==> config.mk <==
export PLATFORM = sky130hd
export DESIGN_NAME = length_prefixed_record_extractor_flat
export DESIGN_NICKNAME = d
export VERILOG_FILES = /design/src/hw/rtl/lpre_pkg.sv /design/src/hw/rtl/lpre_if.sv /design/src/hw/rtl/length_prefixed_record_extractor.sv /design/src/flat_wrapper.sv
export SDC_FILE = /design/constraint.sdc
export NUM_CORES = 1
export LEC_CHECK = 0
export BUFFER_PORTS_ARGS = -buffer_cell sky130_fd_sc_hd__buf_2
export CAP_MARGIN = 20
export CORE_MARGIN = 5
export CORE_UTILIZATION = 40
export CTS_CLUSTER_DIAMETER = 40
export DETAILED_ROUTE_END_ITERATION = 12
export GPL_TIMING_DRIVEN = 0
export PLACE_DENSITY = 0.6
export SLEW_MARGIN = 20
export SYNTH_ARGS = -nofsm -noshare
export SYNTH_HDL_FRONTEND = slang
export SYNTH_SLANG_ARGS = --single-unit
==> constraint.sdc <==
create_clock -name clk -period 8.87 [get_ports clk]
set_input_delay 0.887 -clock clk [delete_from_list [all_inputs] [get_ports clk]]
set_output_delay 0.887 -clock clk [all_outputs]
set_load 0.05 [all_outputs]
==> src/hw/rtl/lpre_pkg.sv <==
// Shared types and constants for the length-prefixed record extractor.
// No dependencies; compiled first.
package lpre_pkg;

  localparam int COUNT_WIDTH_DEF = 16;
  localparam int BYTE_W          = 8;
  localparam int REG_W           = 16;
  localparam int REG_IDX_W       = 2;
  localparam int ERR_W           = 2;

  // Configuration register indexes
  localparam logic [REG_IDX_W-1:0] REG_HEADER = 2'd0;
  localparam logic [REG_IDX_W-1:0] REG_PRE    = 2'd1;
  localparam logic [REG_IDX_W-1:0] REG_POST   = 2'd2;

  // Error codes on the result channel
  localparam logic [ERR_W-1:0] ERR_NONE      = 2'd0;
  localparam logic [ERR_W-1:0] ERR_SHORT_LEN = 2'd1;
  localparam logic [ERR_W-1:0] ERR_TRUNCATED = 2'd2;

  // Smallest legal record length: one tag byte plus two length bytes
  localparam logic [REG_W-1:0] MIN_REC_LEN = 16'd3;

  typedef enum logic [1:0] {
    PH_HEADER = 2'd0,
    PH_PRE    = 2'd1,
    PH_RECORD = 2'd2,
    PH_POST   = 2'd3
  } phase_t;

endpackage

==> src/hw/rtl/lpre_if.sv <==
// Valid/ready channel interfaces for the record extractor.
// Depends on lpre_pkg for field widths.
interface lpre_in_if;
  import lpre_pkg::*;
  logic              valid;
  logic              ready;
  logic [BYTE_W-1:0] data_byte;
  logic              stream_end;

  modport source (output valid, data_byte, stream_end, input ready);
  modport sink   (input valid, data_byte, stream_end, output ready);
endinterface

interface lpre_out_if;
  import lpre_pkg::*;
  logic              valid;
  logic              ready;
  logic [BYTE_W-1:0] record_byte;
  logic              record_last;
  logic [ERR_W-1:0]  error_code;

  modport source (output valid, record_byte, record_last, error_code, input ready);
  modport sink   (input valid, record_byte, record_last, error_code, output ready);
endinterface

==> src/hw/rtl/length_prefixed_record_extractor.sv <==
// Length-prefixed record extractor, top level.
// Depends on lpre_pkg and the channel interfaces in lpre_if.sv.
//
// Usage:
//   byte_in carries one stream byte per transaction plus stream_end, which
//   flags the last byte of a stream. rec_out carries each byte that belongs
//   to a record, with record_last on the final byte of the record and an
//   error code (short length field, or stream ended mid-record). The user
//   is to set the header, pre and post skip byte counts via the write port
//   (cfg_we/cfg_index/cfg_data) while idle; the block does not check.
// Timing:
//   One byte accepted per cycle unless rec_out stalls. A record byte shows
//   up on rec_out in the cycle after its input transaction. The rate is set
//   by the combinational phase/count update feeding the output register.
// Stall:
//   When rec_out holds a result that is not taken, byte_in.ready drops
//   until it is; skipped bytes are taken freely while the output is empty.
// Reset:
//   rst (synchronous) clears the skip registers to 0, returns to header
//   phase with zero count and length, and empties the output register.
module length_prefixed_record_extractor #(
  parameter int COUNT_WIDTH = lpre_pkg::COUNT_WIDTH_DEF
) (
  input  logic                          clk,
  input  logic                          rst,
  input  logic                          cfg_we,
  input  logic [lpre_pkg::REG_IDX_W-1:0] cfg_index,
  input  logic [lpre_pkg::REG_W-1:0]    cfg_data,
  lpre_in_if.sink                       byte_in,
  lpre_out_if.source                    rec_out
);
  import lpre_pkg::*;

  logic [REG_W-1:0]       header_length;
  logic [REG_W-1:0]       pre_length;
  logic [REG_W-1:0]       post_length;

  phase_t                 phase, phase_next;
  logic [COUNT_WIDTH-1:0] byte_count, byte_count_next;
  logic [REG_W-1:0]       record_length, record_length_next;

  logic                   out_valid;
  logic [BYTE_W-1:0]      out_byte;
  logic                   out_last;
  logic [ERR_W-1:0]       out_err;

  logic                   emit;
  logic                   last_c;
  logic [ERR_W-1:0]       err_c;
  logic                   accept;

  assign byte_in.ready = !out_valid || rec_out.ready;
  assign accept        = byte_in.valid && byte_in.ready;

  assign rec_out.valid       = out_valid;
  assign rec_out.record_byte = out_byte;
  assign rec_out.record_last = out_last;
  assign rec_out.error_code  = out_err;

  // Configuration writes; unknown indexes are ignored
  always_ff @(posedge clk) begin
    if (rst) begin
      header_length <= '0;
      pre_length    <= '0;
      post_length   <= '0;
    end else if (cfg_we) begin
      unique case (cfg_index)
        REG_HEADER: header_length <= cfg_data;
        REG_PRE:    pre_length    <= cfg_data;
        REG_POST:   post_length   <= cfg_data;
        default: ;
      endcase
    end
  end

  always_comb begin
    phase_t                 ph;
    logic [COUNT_WIDTH-1:0] cnt;
    logic [COUNT_WIDTH-1:0] cnt_inc;
    logic [REG_W-1:0]       rl;
    logic                   short_len;

    ph        = phase;
    cnt       = byte_count;
    rl        = record_length;
    short_len = 1'b0;
    emit      = 1'b0;
    last_c    = 1'b0;
    err_c     = ERR_NONE;

    // Exhausted skip phases fall through before the byte is handled
    if (ph == PH_HEADER && cnt >= COUNT_WIDTH'(header_length)) begin
      ph  = PH_PRE;
      cnt = '0;
    end
    if (ph == PH_POST && cnt >= COUNT_WIDTH'(post_length)) begin
      ph  = PH_PRE;
      cnt = '0;
    end
    if (ph == PH_PRE && cnt >= COUNT_WIDTH'(pre_length)) begin
      ph  = PH_RECORD;
      cnt = '0;
    end

    cnt_inc = (cnt == '1) ? cnt : cnt + 1'b1;

    if (ph == PH_RECORD) begin
      emit = 1'b1;
      if (cnt == COUNT_WIDTH'(1)) begin
        rl = {byte_in.data_byte, 8'h00};
      end else if (cnt >= COUNT_WIDTH'(2)) begin
        if (cnt == COUNT_WIDTH'(2)) begin
          rl        = {record_length[REG_W-1:BYTE_W], byte_in.data_byte};
          short_len = rl < MIN_REC_LEN;
        end
        last_c = short_len ||
                 ((COUNT_WIDTH+1)'(cnt) + 1'b1 >= (COUNT_WIDTH+1)'(rl));
      end
      if (short_len) err_c = ERR_SHORT_LEN;
      if (last_c) begin
        ph  = PH_POST;
        cnt = '0;
      end else begin
        cnt = cnt_inc;
        if (byte_in.stream_end) begin
          last_c = 1'b1;
          err_c  = ERR_TRUNCATED;
        end
      end
    end else begin
      cnt = cnt_inc;
    end

    if (byte_in.stream_end) begin
      ph  = PH_HEADER;
      cnt = '0;
      rl  = '0;
    end

    phase_next         = ph;
    byte_count_next    = cnt;
    record_length_next = rl;
  end

  always_ff @(posedge clk) begin
    if (rst) begin
      phase         <= PH_HEADER;
      byte_count    <= '0;
      record_length <= '0;
    end else if (accept) begin
      phase         <= phase_next;
      byte_count    <= byte_count_next;
      record_length <= record_length_next;
    end
  end

  always_ff @(posedge clk) begin
    if (rst) begin
      out_valid <= 1'b0;
    end else if (accept) begin
      out_valid <= emit;
    end else if (rec_out.ready) begin
      out_valid <= 1'b0;
    end
  end

  always_ff @(posedge clk) begin
    if (accept && emit) begin
      out_byte <= byte_in.data_byte;
      out_last <= last_c;
      out_err  <= err_c;
    end
  end

endmodule

==> src/flat_wrapper.sv <==
// flat-port wrapper written by rule: the top's interface ports become plain ports
module length_prefixed_record_extractor_flat import lpre_pkg::*;
#(
  parameter int COUNT_WIDTH = lpre_pkg::COUNT_WIDTH_DEF
)
  (clk, rst, cfg_we, cfg_index, cfg_data, byte_in_valid, byte_in_data_byte, byte_in_stream_end, byte_in_ready, rec_out_valid, rec_out_record_byte, rec_out_record_last, rec_out_error_code, rec_out_ready);
  lpre_in_if byte_in_i ();
  lpre_out_if rec_out_i ();
  input  logic clk;
  input  logic rst;
  input  logic cfg_we;
  input  logic [lpre_pkg::REG_IDX_W-1:0] cfg_index;
  input  logic [lpre_pkg::REG_W-1:0] cfg_data;
  input wire logic [$bits(byte_in_i.valid)-1:0] byte_in_valid;
  input wire logic [$bits(byte_in_i.data_byte)-1:0] byte_in_data_byte;
  input wire logic [$bits(byte_in_i.stream_end)-1:0] byte_in_stream_end;
  output wire logic [$bits(byte_in_i.ready)-1:0] byte_in_ready;
  output wire logic [$bits(rec_out_i.valid)-1:0] rec_out_valid;
  output wire logic [$bits(rec_out_i.record_byte)-1:0] rec_out_record_byte;
  output wire logic [$bits(rec_out_i.record_last)-1:0] rec_out_record_last;
  output wire logic [$bits(rec_out_i.error_code)-1:0] rec_out_error_code;
  input wire logic [$bits(rec_out_i.ready)-1:0] rec_out_ready;
  assign byte_in_i.valid = byte_in_valid;
  assign byte_in_i.data_byte = byte_in_data_byte;
  assign byte_in_i.stream_end = byte_in_stream_end;
  assign byte_in_ready = byte_in_i.ready;
  assign rec_out_valid = rec_out_i.valid;
  assign rec_out_record_byte = rec_out_i.record_byte;
  assign rec_out_record_last = rec_out_i.record_last;
  assign rec_out_error_code = rec_out_i.error_code;
  assign rec_out_i.ready = rec_out_ready;
  length_prefixed_record_extractor #(.COUNT_WIDTH(COUNT_WIDTH)) u_core (.clk(clk), .rst(rst), .cfg_we(cfg_we), .cfg_index(cfg_index), .cfg_data(cfg_data), .byte_in(byte_in_i), .rec_out(rec_out_i));
endmodule
After elaboration in Yosys (flattened, before gate mapping)
Cells that the tools add are included.
- add/subtract/negate cells: 2
- order comparisons: 6
- equality and inequality tests: 8
- multiplexer cells: 39
- reduce and logical (&&, ||, !) cells: 17
- operators by type and width (kind ; number):
    2-to-1 mux 16 bit ; 14
    >= comparator 16 bit ; 3
    adder 16 x 1 -> 17 bit, second input constant ; 1
    >= comparator 17 x 16 -> 1 bit ; 1
    adder 16 x 1 -> 16 bit, second input constant ; 1
    equality test 16 x 1 -> 1 bit, second input constant ; 1
    equality test 16 bit, second input constant ; 1
    equality test 16 x 2 -> 1 bit, second input constant ; 1
    >= comparator 16 x 2 -> 1 bit, second input constant ; 1
    less-than comparator 16 x 2 -> 1 bit, second input constant ; 1
    2-to-1 mux 1 bit ; 16
    2-to-1 mux 2 bit ; 8
    2-to-1 mux 8 bit ; 1
    equality test 2 bit, second input constant ; 3
    AND reduction 2 bit ; 3
    logical AND 1 bit ; 5
    equality test 2 x 1 -> 1 bit, second input constant ; 2
    logical NOT 2 bit ; 2
    nonzero test 2 bit ; 2
    AND reduction 3 bit ; 1
    nonzero test 3 bit ; 1
    logical OR 1 bit ; 2
    logical NOT 1 bit ; 1
- bits in registers: 94
- bits of input ports: 32
- output and inout port bits: 13
- word-level logic and storage cells: 82

Logic depth before layout (Yosys ltp)
- word-level depth: 22
- gate-level depth with buffers: 41
- gate-level depth less buffers: 39

Worst setup path before layout
OpenSTA, ideal clock, no wires.
- path kind: register -> register
- from: reg u_core.byte_count[12]
- to: reg u_core.byte_count[14]
- library setup time: 0.067 ns
- arrival: 8.530 ns
- required time: 8.803 ns
- path slack: 0.273 ns
- stages on the path, launching flop included: 38
- buffers on the path: 3
- period minus slack after synthesis: 8.597 ns
- cells stage by stage: dfxtp_1 -> ha_1 -> nand4_1 -> nor4_1 -> a32oi_4 -> a211o_1 -> clkbuf_1 -> clkbuf_1 -> and2_1 -> ha_1 -> and4_1 -> nand2_1 -> o311a_1 -> a21boi_1 -> clkbuf_1 -> nor3_1 -> ha_1 -> a21oi_1 -> (+2 left out) -> o21ai_1 -> a21o_1 -> nor2_1 -> ha_1 -> nand3_1 -> nor3_1 -> nand2_1 -> or4_1 -> or3_1 -> a21oi_2 -> ha_1 -> o21ai_0 -> o32ai_1 -> o2111ai_1 -> o211ai_1 -> o221a_2 -> nand2b_2 -> o21ai_2
- word-level cells in the longest chain between the ends: 22
- elaborated cells between the ends (all ways): 38
- those cells by class: 2 x add/sub; 5 x order compare; 6 x eq/ne; 21 x mux; 4 x reduce/logical
- RTL lines (item ; line ; text):
    start: declaration ; length_prefixed_record_extractor.sv:39 ; logic [COUNT_WIDTH-1:0] byte_count, byte_count_next;
    start signal: assignment ; length_prefixed_record_extractor.sv:152 ; byte_count <= byte_count_next;
    >= comparator 16 bit ; length_prefixed_record_extractor.sv:92 ; if (ph == PH_HEADER && cnt >= COUNT_WIDTH'(header_length)) begin
    logical AND 1 bit ; length_prefixed_record_extractor.sv:92 ;
    2-to-1 mux 16 bit or 2-to-1 mux 2 bit (tied branches) ; length_prefixed_record_extractor.sv:92 ;
    >= comparator 16 bit or equality test 2 bit (tied branches) ; length_prefixed_record_extractor.sv:96 ; if (ph == PH_POST && cnt >= COUNT_WIDTH'(post_length)) begin
    logical AND 1 bit ; length_prefixed_record_extractor.sv:96 ;
    2-to-1 mux 16 bit or 2-to-1 mux 2 bit (tied branches) ; length_prefixed_record_extractor.sv:96 ;
    >= comparator 16 bit or equality test 2 x 1 -> 1 bit (tied branches) ; length_prefixed_record_extractor.sv:100 ; if (ph == PH_PRE && cnt >= COUNT_WIDTH'(pre_length)) begin
    logical AND 1 bit ; length_prefixed_record_extractor.sv:100 ;
    (+6 left out) ; n/a ;
    >= comparator 17 x 16 -> 1 bit ; length_prefixed_record_extractor.sv:117 ; ((COUNT_WIDTH+1)'(cnt) + 1'b1 >= (COUNT_WIDTH+1)'(rl));
    logical OR 1 bit ; length_prefixed_record_extractor.sv:116 ; last_c = short_len ||
    2-to-1 mux 1 bit ; length_prefixed_record_extractor.sv:111 ; end else if (cnt >= COUNT_WIDTH'(2)) begin
    2-to-1 mux 1 bit ; length_prefixed_record_extractor.sv:109 ; if (cnt == COUNT_WIDTH'(1)) begin
    2-to-1 mux 1 bit ; length_prefixed_record_extractor.sv:107 ; if (ph == PH_RECORD) begin
    2-to-1 mux 16 bit ; length_prefixed_record_extractor.sv:120 ; if (last_c) begin
    2-to-1 mux 16 bit * ; length_prefixed_record_extractor.sv:107 ;
    2-to-1 mux 16 bit * ; length_prefixed_record_extractor.sv:134 ; if (byte_in.stream_end) begin
Every way passes the cells marked *; elsewhere a longest branch is shown, timed or not. The select of a mux whose other input is x is not followed.
A chain may end at the register's enable or synchronous reset.

Final worst setup path
- from: reg u_core.byte_count[12]
- to: reg u_core.byte_count[8]
The elaborated chain is that of the path after synthesis.

==> results.yml <==
cells_and_area:
  drive_above_1_share_pct: 21.71
  utilization_pct: 50.92
  layout.cells.non_filler: 1054
  final_common_cell: "nand2_1"
  final_nets: 960
  final_area_um2: 7655
  antennaDiodeCount: 0
  areaGrowthSynthToFinish_pct: 26.20
  final_cell_mix: "nand2_1, inv_1, dfxtp_1"
setup_path:
  required_ns: 9.17
  ff2ff_path_depth: 43
  crit_path_start_kind: "flop"
  r2r_end: "u_core.byte_count[8]"
  crit_start: "u_core.byte_count[12]"
  worst_ep_arrival_time_ns: 8.98
  critPathKind: "flop to flop"
  crit_path_end_kind: "flop"
  cpMostUsedCell: "ha_1"
  ff2ff_setup_slack_ns: 0.18
  crit_path_max_fanout: 7
  critPathMaxStageDelay_ns: 0.40
  r2r-start: "u_core.byte_count[12]"
  cp_slowest_cell: "a211o_4"
floorplan:
  io_pins: 45
  design.die.area_um2: 17730
  initial_core_util_pct: 40.35
  core-area_um2: 15030
  dieHeight_um: 133.1
  die_x_um: 133.1
  fp-row-count: 45
min_path:
  whs_path_depth: 2
  min_from: "u_core.post_length[8]"
  hold_class: "flop to flop"
  holdPathEnd: "u_core.post_length[8]"
global_routing:
  track_usage_pct: 19.16
  grt_max_degree: 16
  overflow: 0
  antenna_found_initial: 0
  grt_pass1_vias: 5118
  grt_first_pass_wirelength_um: 26900
synth:
  synth_compound_area_share_pct: 18.98
  synth_nets: 868
  synthXorXnorAreaFrac_pct: 1.877
  yosysSeqAreaShare_pct: 32.84
  synthAdderAreaFrac_pct: 13.82
  synth_edf_count: 11
  synthFlopType: "dfxtp_1"
  syn_area_um2: 6066
  synth.distinct_cells: 62
  synth_area_per_cell_um2: 7.888
  async_flop_share_pct: 0
  synthMuxAreaShare_pct: 2.640
  synthSimpleGateAreaFrac_pct: 22.69
  ys_warn_count: 0
  ys_seq_elements: 94
  synth_top_family_by_area: "simple AND/OR/NAND/NOR gates"
  syn_inst: 769
pwr:
  p_per_area_nw_per_um2: 146.8
  power.total_uw: 1124
  vdd_drop_max_uv: 97.64
  leakage_uw: 0.003078
clock_network:
  cts_tree: "done"
  clock_sinks: 94
  cts_max_level: 3
  clock_latency_ns: 0.36
  path_clk_slew_ns: 0.07
  root_buffer: "clkbuf_16"
  cts_made_buffers: 9
  clockBufferDepth: 2
place:
  place_congestion: 0.8906
  port_buffers: 43
  hpwlAfterDp_um: 12940
  dpl_cell_area_um2: 6516
  placedCellCount: 1000
sta:
  finalMaxSlewViolations: 0
  worst_slew_pin_slew_ns: 0.9273
  finalCritPeriodShare_pct: 97.93
  fmax_mhz: 115.1
  slew_headroom_pct: 37.95
  hold_violations: 0
  setup_viol: 0
  finClkSkew_ns: 0.01009
  final.min_clock_period_ns: 8.686
  timing.hold.ws_ns: 0.4563
drt:
  drt-vias-per-instance: 5.358
  wirelength_um: 17730
  drt_pre_antenna_iters: 4
  avgRoutedWirePerCell_um: 16.82
  ant_nets: 0
  drc: 0
  drt-initial-drc-count: 341
  vias: 5647
flow_run:
  cap_violations: 0
status:
  status: "finished, final reports clean"
per-layer routing:
metal | share of wire (%) | GRT usage [%]
met1 | 47 | 26.78
met2 | 45 | 30.11
met3 | 5.6 | 3.588
met4 | 1.9 | 5.886
met5 | 0 | 0
critical path: cells and delay by family, from the launching register on:
family | cells | cell delay (ns)
flip-flops | 1 | 0.38
XOR/XNOR | 1 | 0.07
AND/OR/NAND/NOR | 12 | 1.99
AO/OA/AOI/OAI | 16 | 3.79
adder cells (fa/ha/maj) | 5 | 1.23
buffers and inverters | 9 | 1.15
cells by family (layout without fill, tap and decap cells):
kind of cell,after synthesis,count (layout)
AOI/OAI and AO/OA,168,168
xor gates and xnor gates,13,13
adders and majority gates,67,67
buffers and inverters,115,212
DFF,94,94
muxes,16,16
and+or+nand+nor,296,296
repair_timing:
action | CTS | global route
setup buffers | 17 | 19
gates resized for setup | 49 | 58
endpoints found under the setup margin | 19 | 19
pin swaps | 18 | 35
hold buffers | 0 | 0
gates cloned | 0 | 2
worst max path at each step:
stage	end	cells past startpoint
final	u_core.byte_count[8]	43
after floorplan	u_core.byte_count[14]	37
after global placement	u_core.byte_count[11]	37
after detailed placement	u_core.byte_count[11]	37
after CTS	u_core.byte_count[9]	39
after global routing	u_core.byte_count[8]	40
registers in the layout, summed over array words and instances (netlist names):
signal / flops
u_core.byte_count: 16
u_core.header_length: 16
u_core.phase: 2
u_core.post_length: 16
u_core.pre_length: 16
u_core.rec_out.error_code: 2
u_core.rec_out.record_byte: 8
u_core.rec_out.record_last: 1
u_core.rec_out.valid: 1
u_core.record_length: 16
layout make-up:
type / count / area (µm²)
inverters: 83 / 311.5
clock inverters: 6 / 86.33
plain buffers: 32 / 167.7
multi-input cells: 560 / 4056
clock buffers: 10 / 229.0
well taps: 188 / 235.2
repair buffers: 81 / 559.3
flip-flops and latches: 94 / 2009
fillers: 1427 / 7378
cell usage after synthesis (7+ instances only):
master	number	area, µm²
edfxtp_1	11	330.3
clkbuf_1	27	101.4
dfxtp_1	83	1662
a21oi_1	74	370.4
nand3_1	13	65.06
a211oi_1	7	52.55
and3_1	13	81.33
nand2b_1	12	75.07
nor2_1	46	172.7
inv_1	83	311.6
ha_1	67	838.3
nand2_1	145	544.3
nor3_1	10	50.05
mux2i_1	16	160.2
nand4_1	10	62.56
o21ai_0	16	80.08
o22ai_2	8	100.1
nor4_1	9	56.30
xnor2_1	10	87.58
and2_1	11	68.82
o21ai_1	10	50.05
a21o_1	8	60.06
metrics by stage:
stage               TNS, ns  setup WS (ns)
detailed placement   -42.64         -2.370
CTS                       0        0.01238
global route        -0.5278       -0.09753
floorplan                 0         0.2729
finish                    0         0.1835
global placement     -38.01         -2.111
report_power, final:
group	total (µW)	internal [µW]	switching, µW	leakage [µW]
Combinational	250	98.0	152	0.00215
Clock	422	247	175	0.000152
Sequential	452	445	6.91	0.000778
Total	1120	790	334	0.00308
No activity file was read; power rests on OpenSTA's default activity.
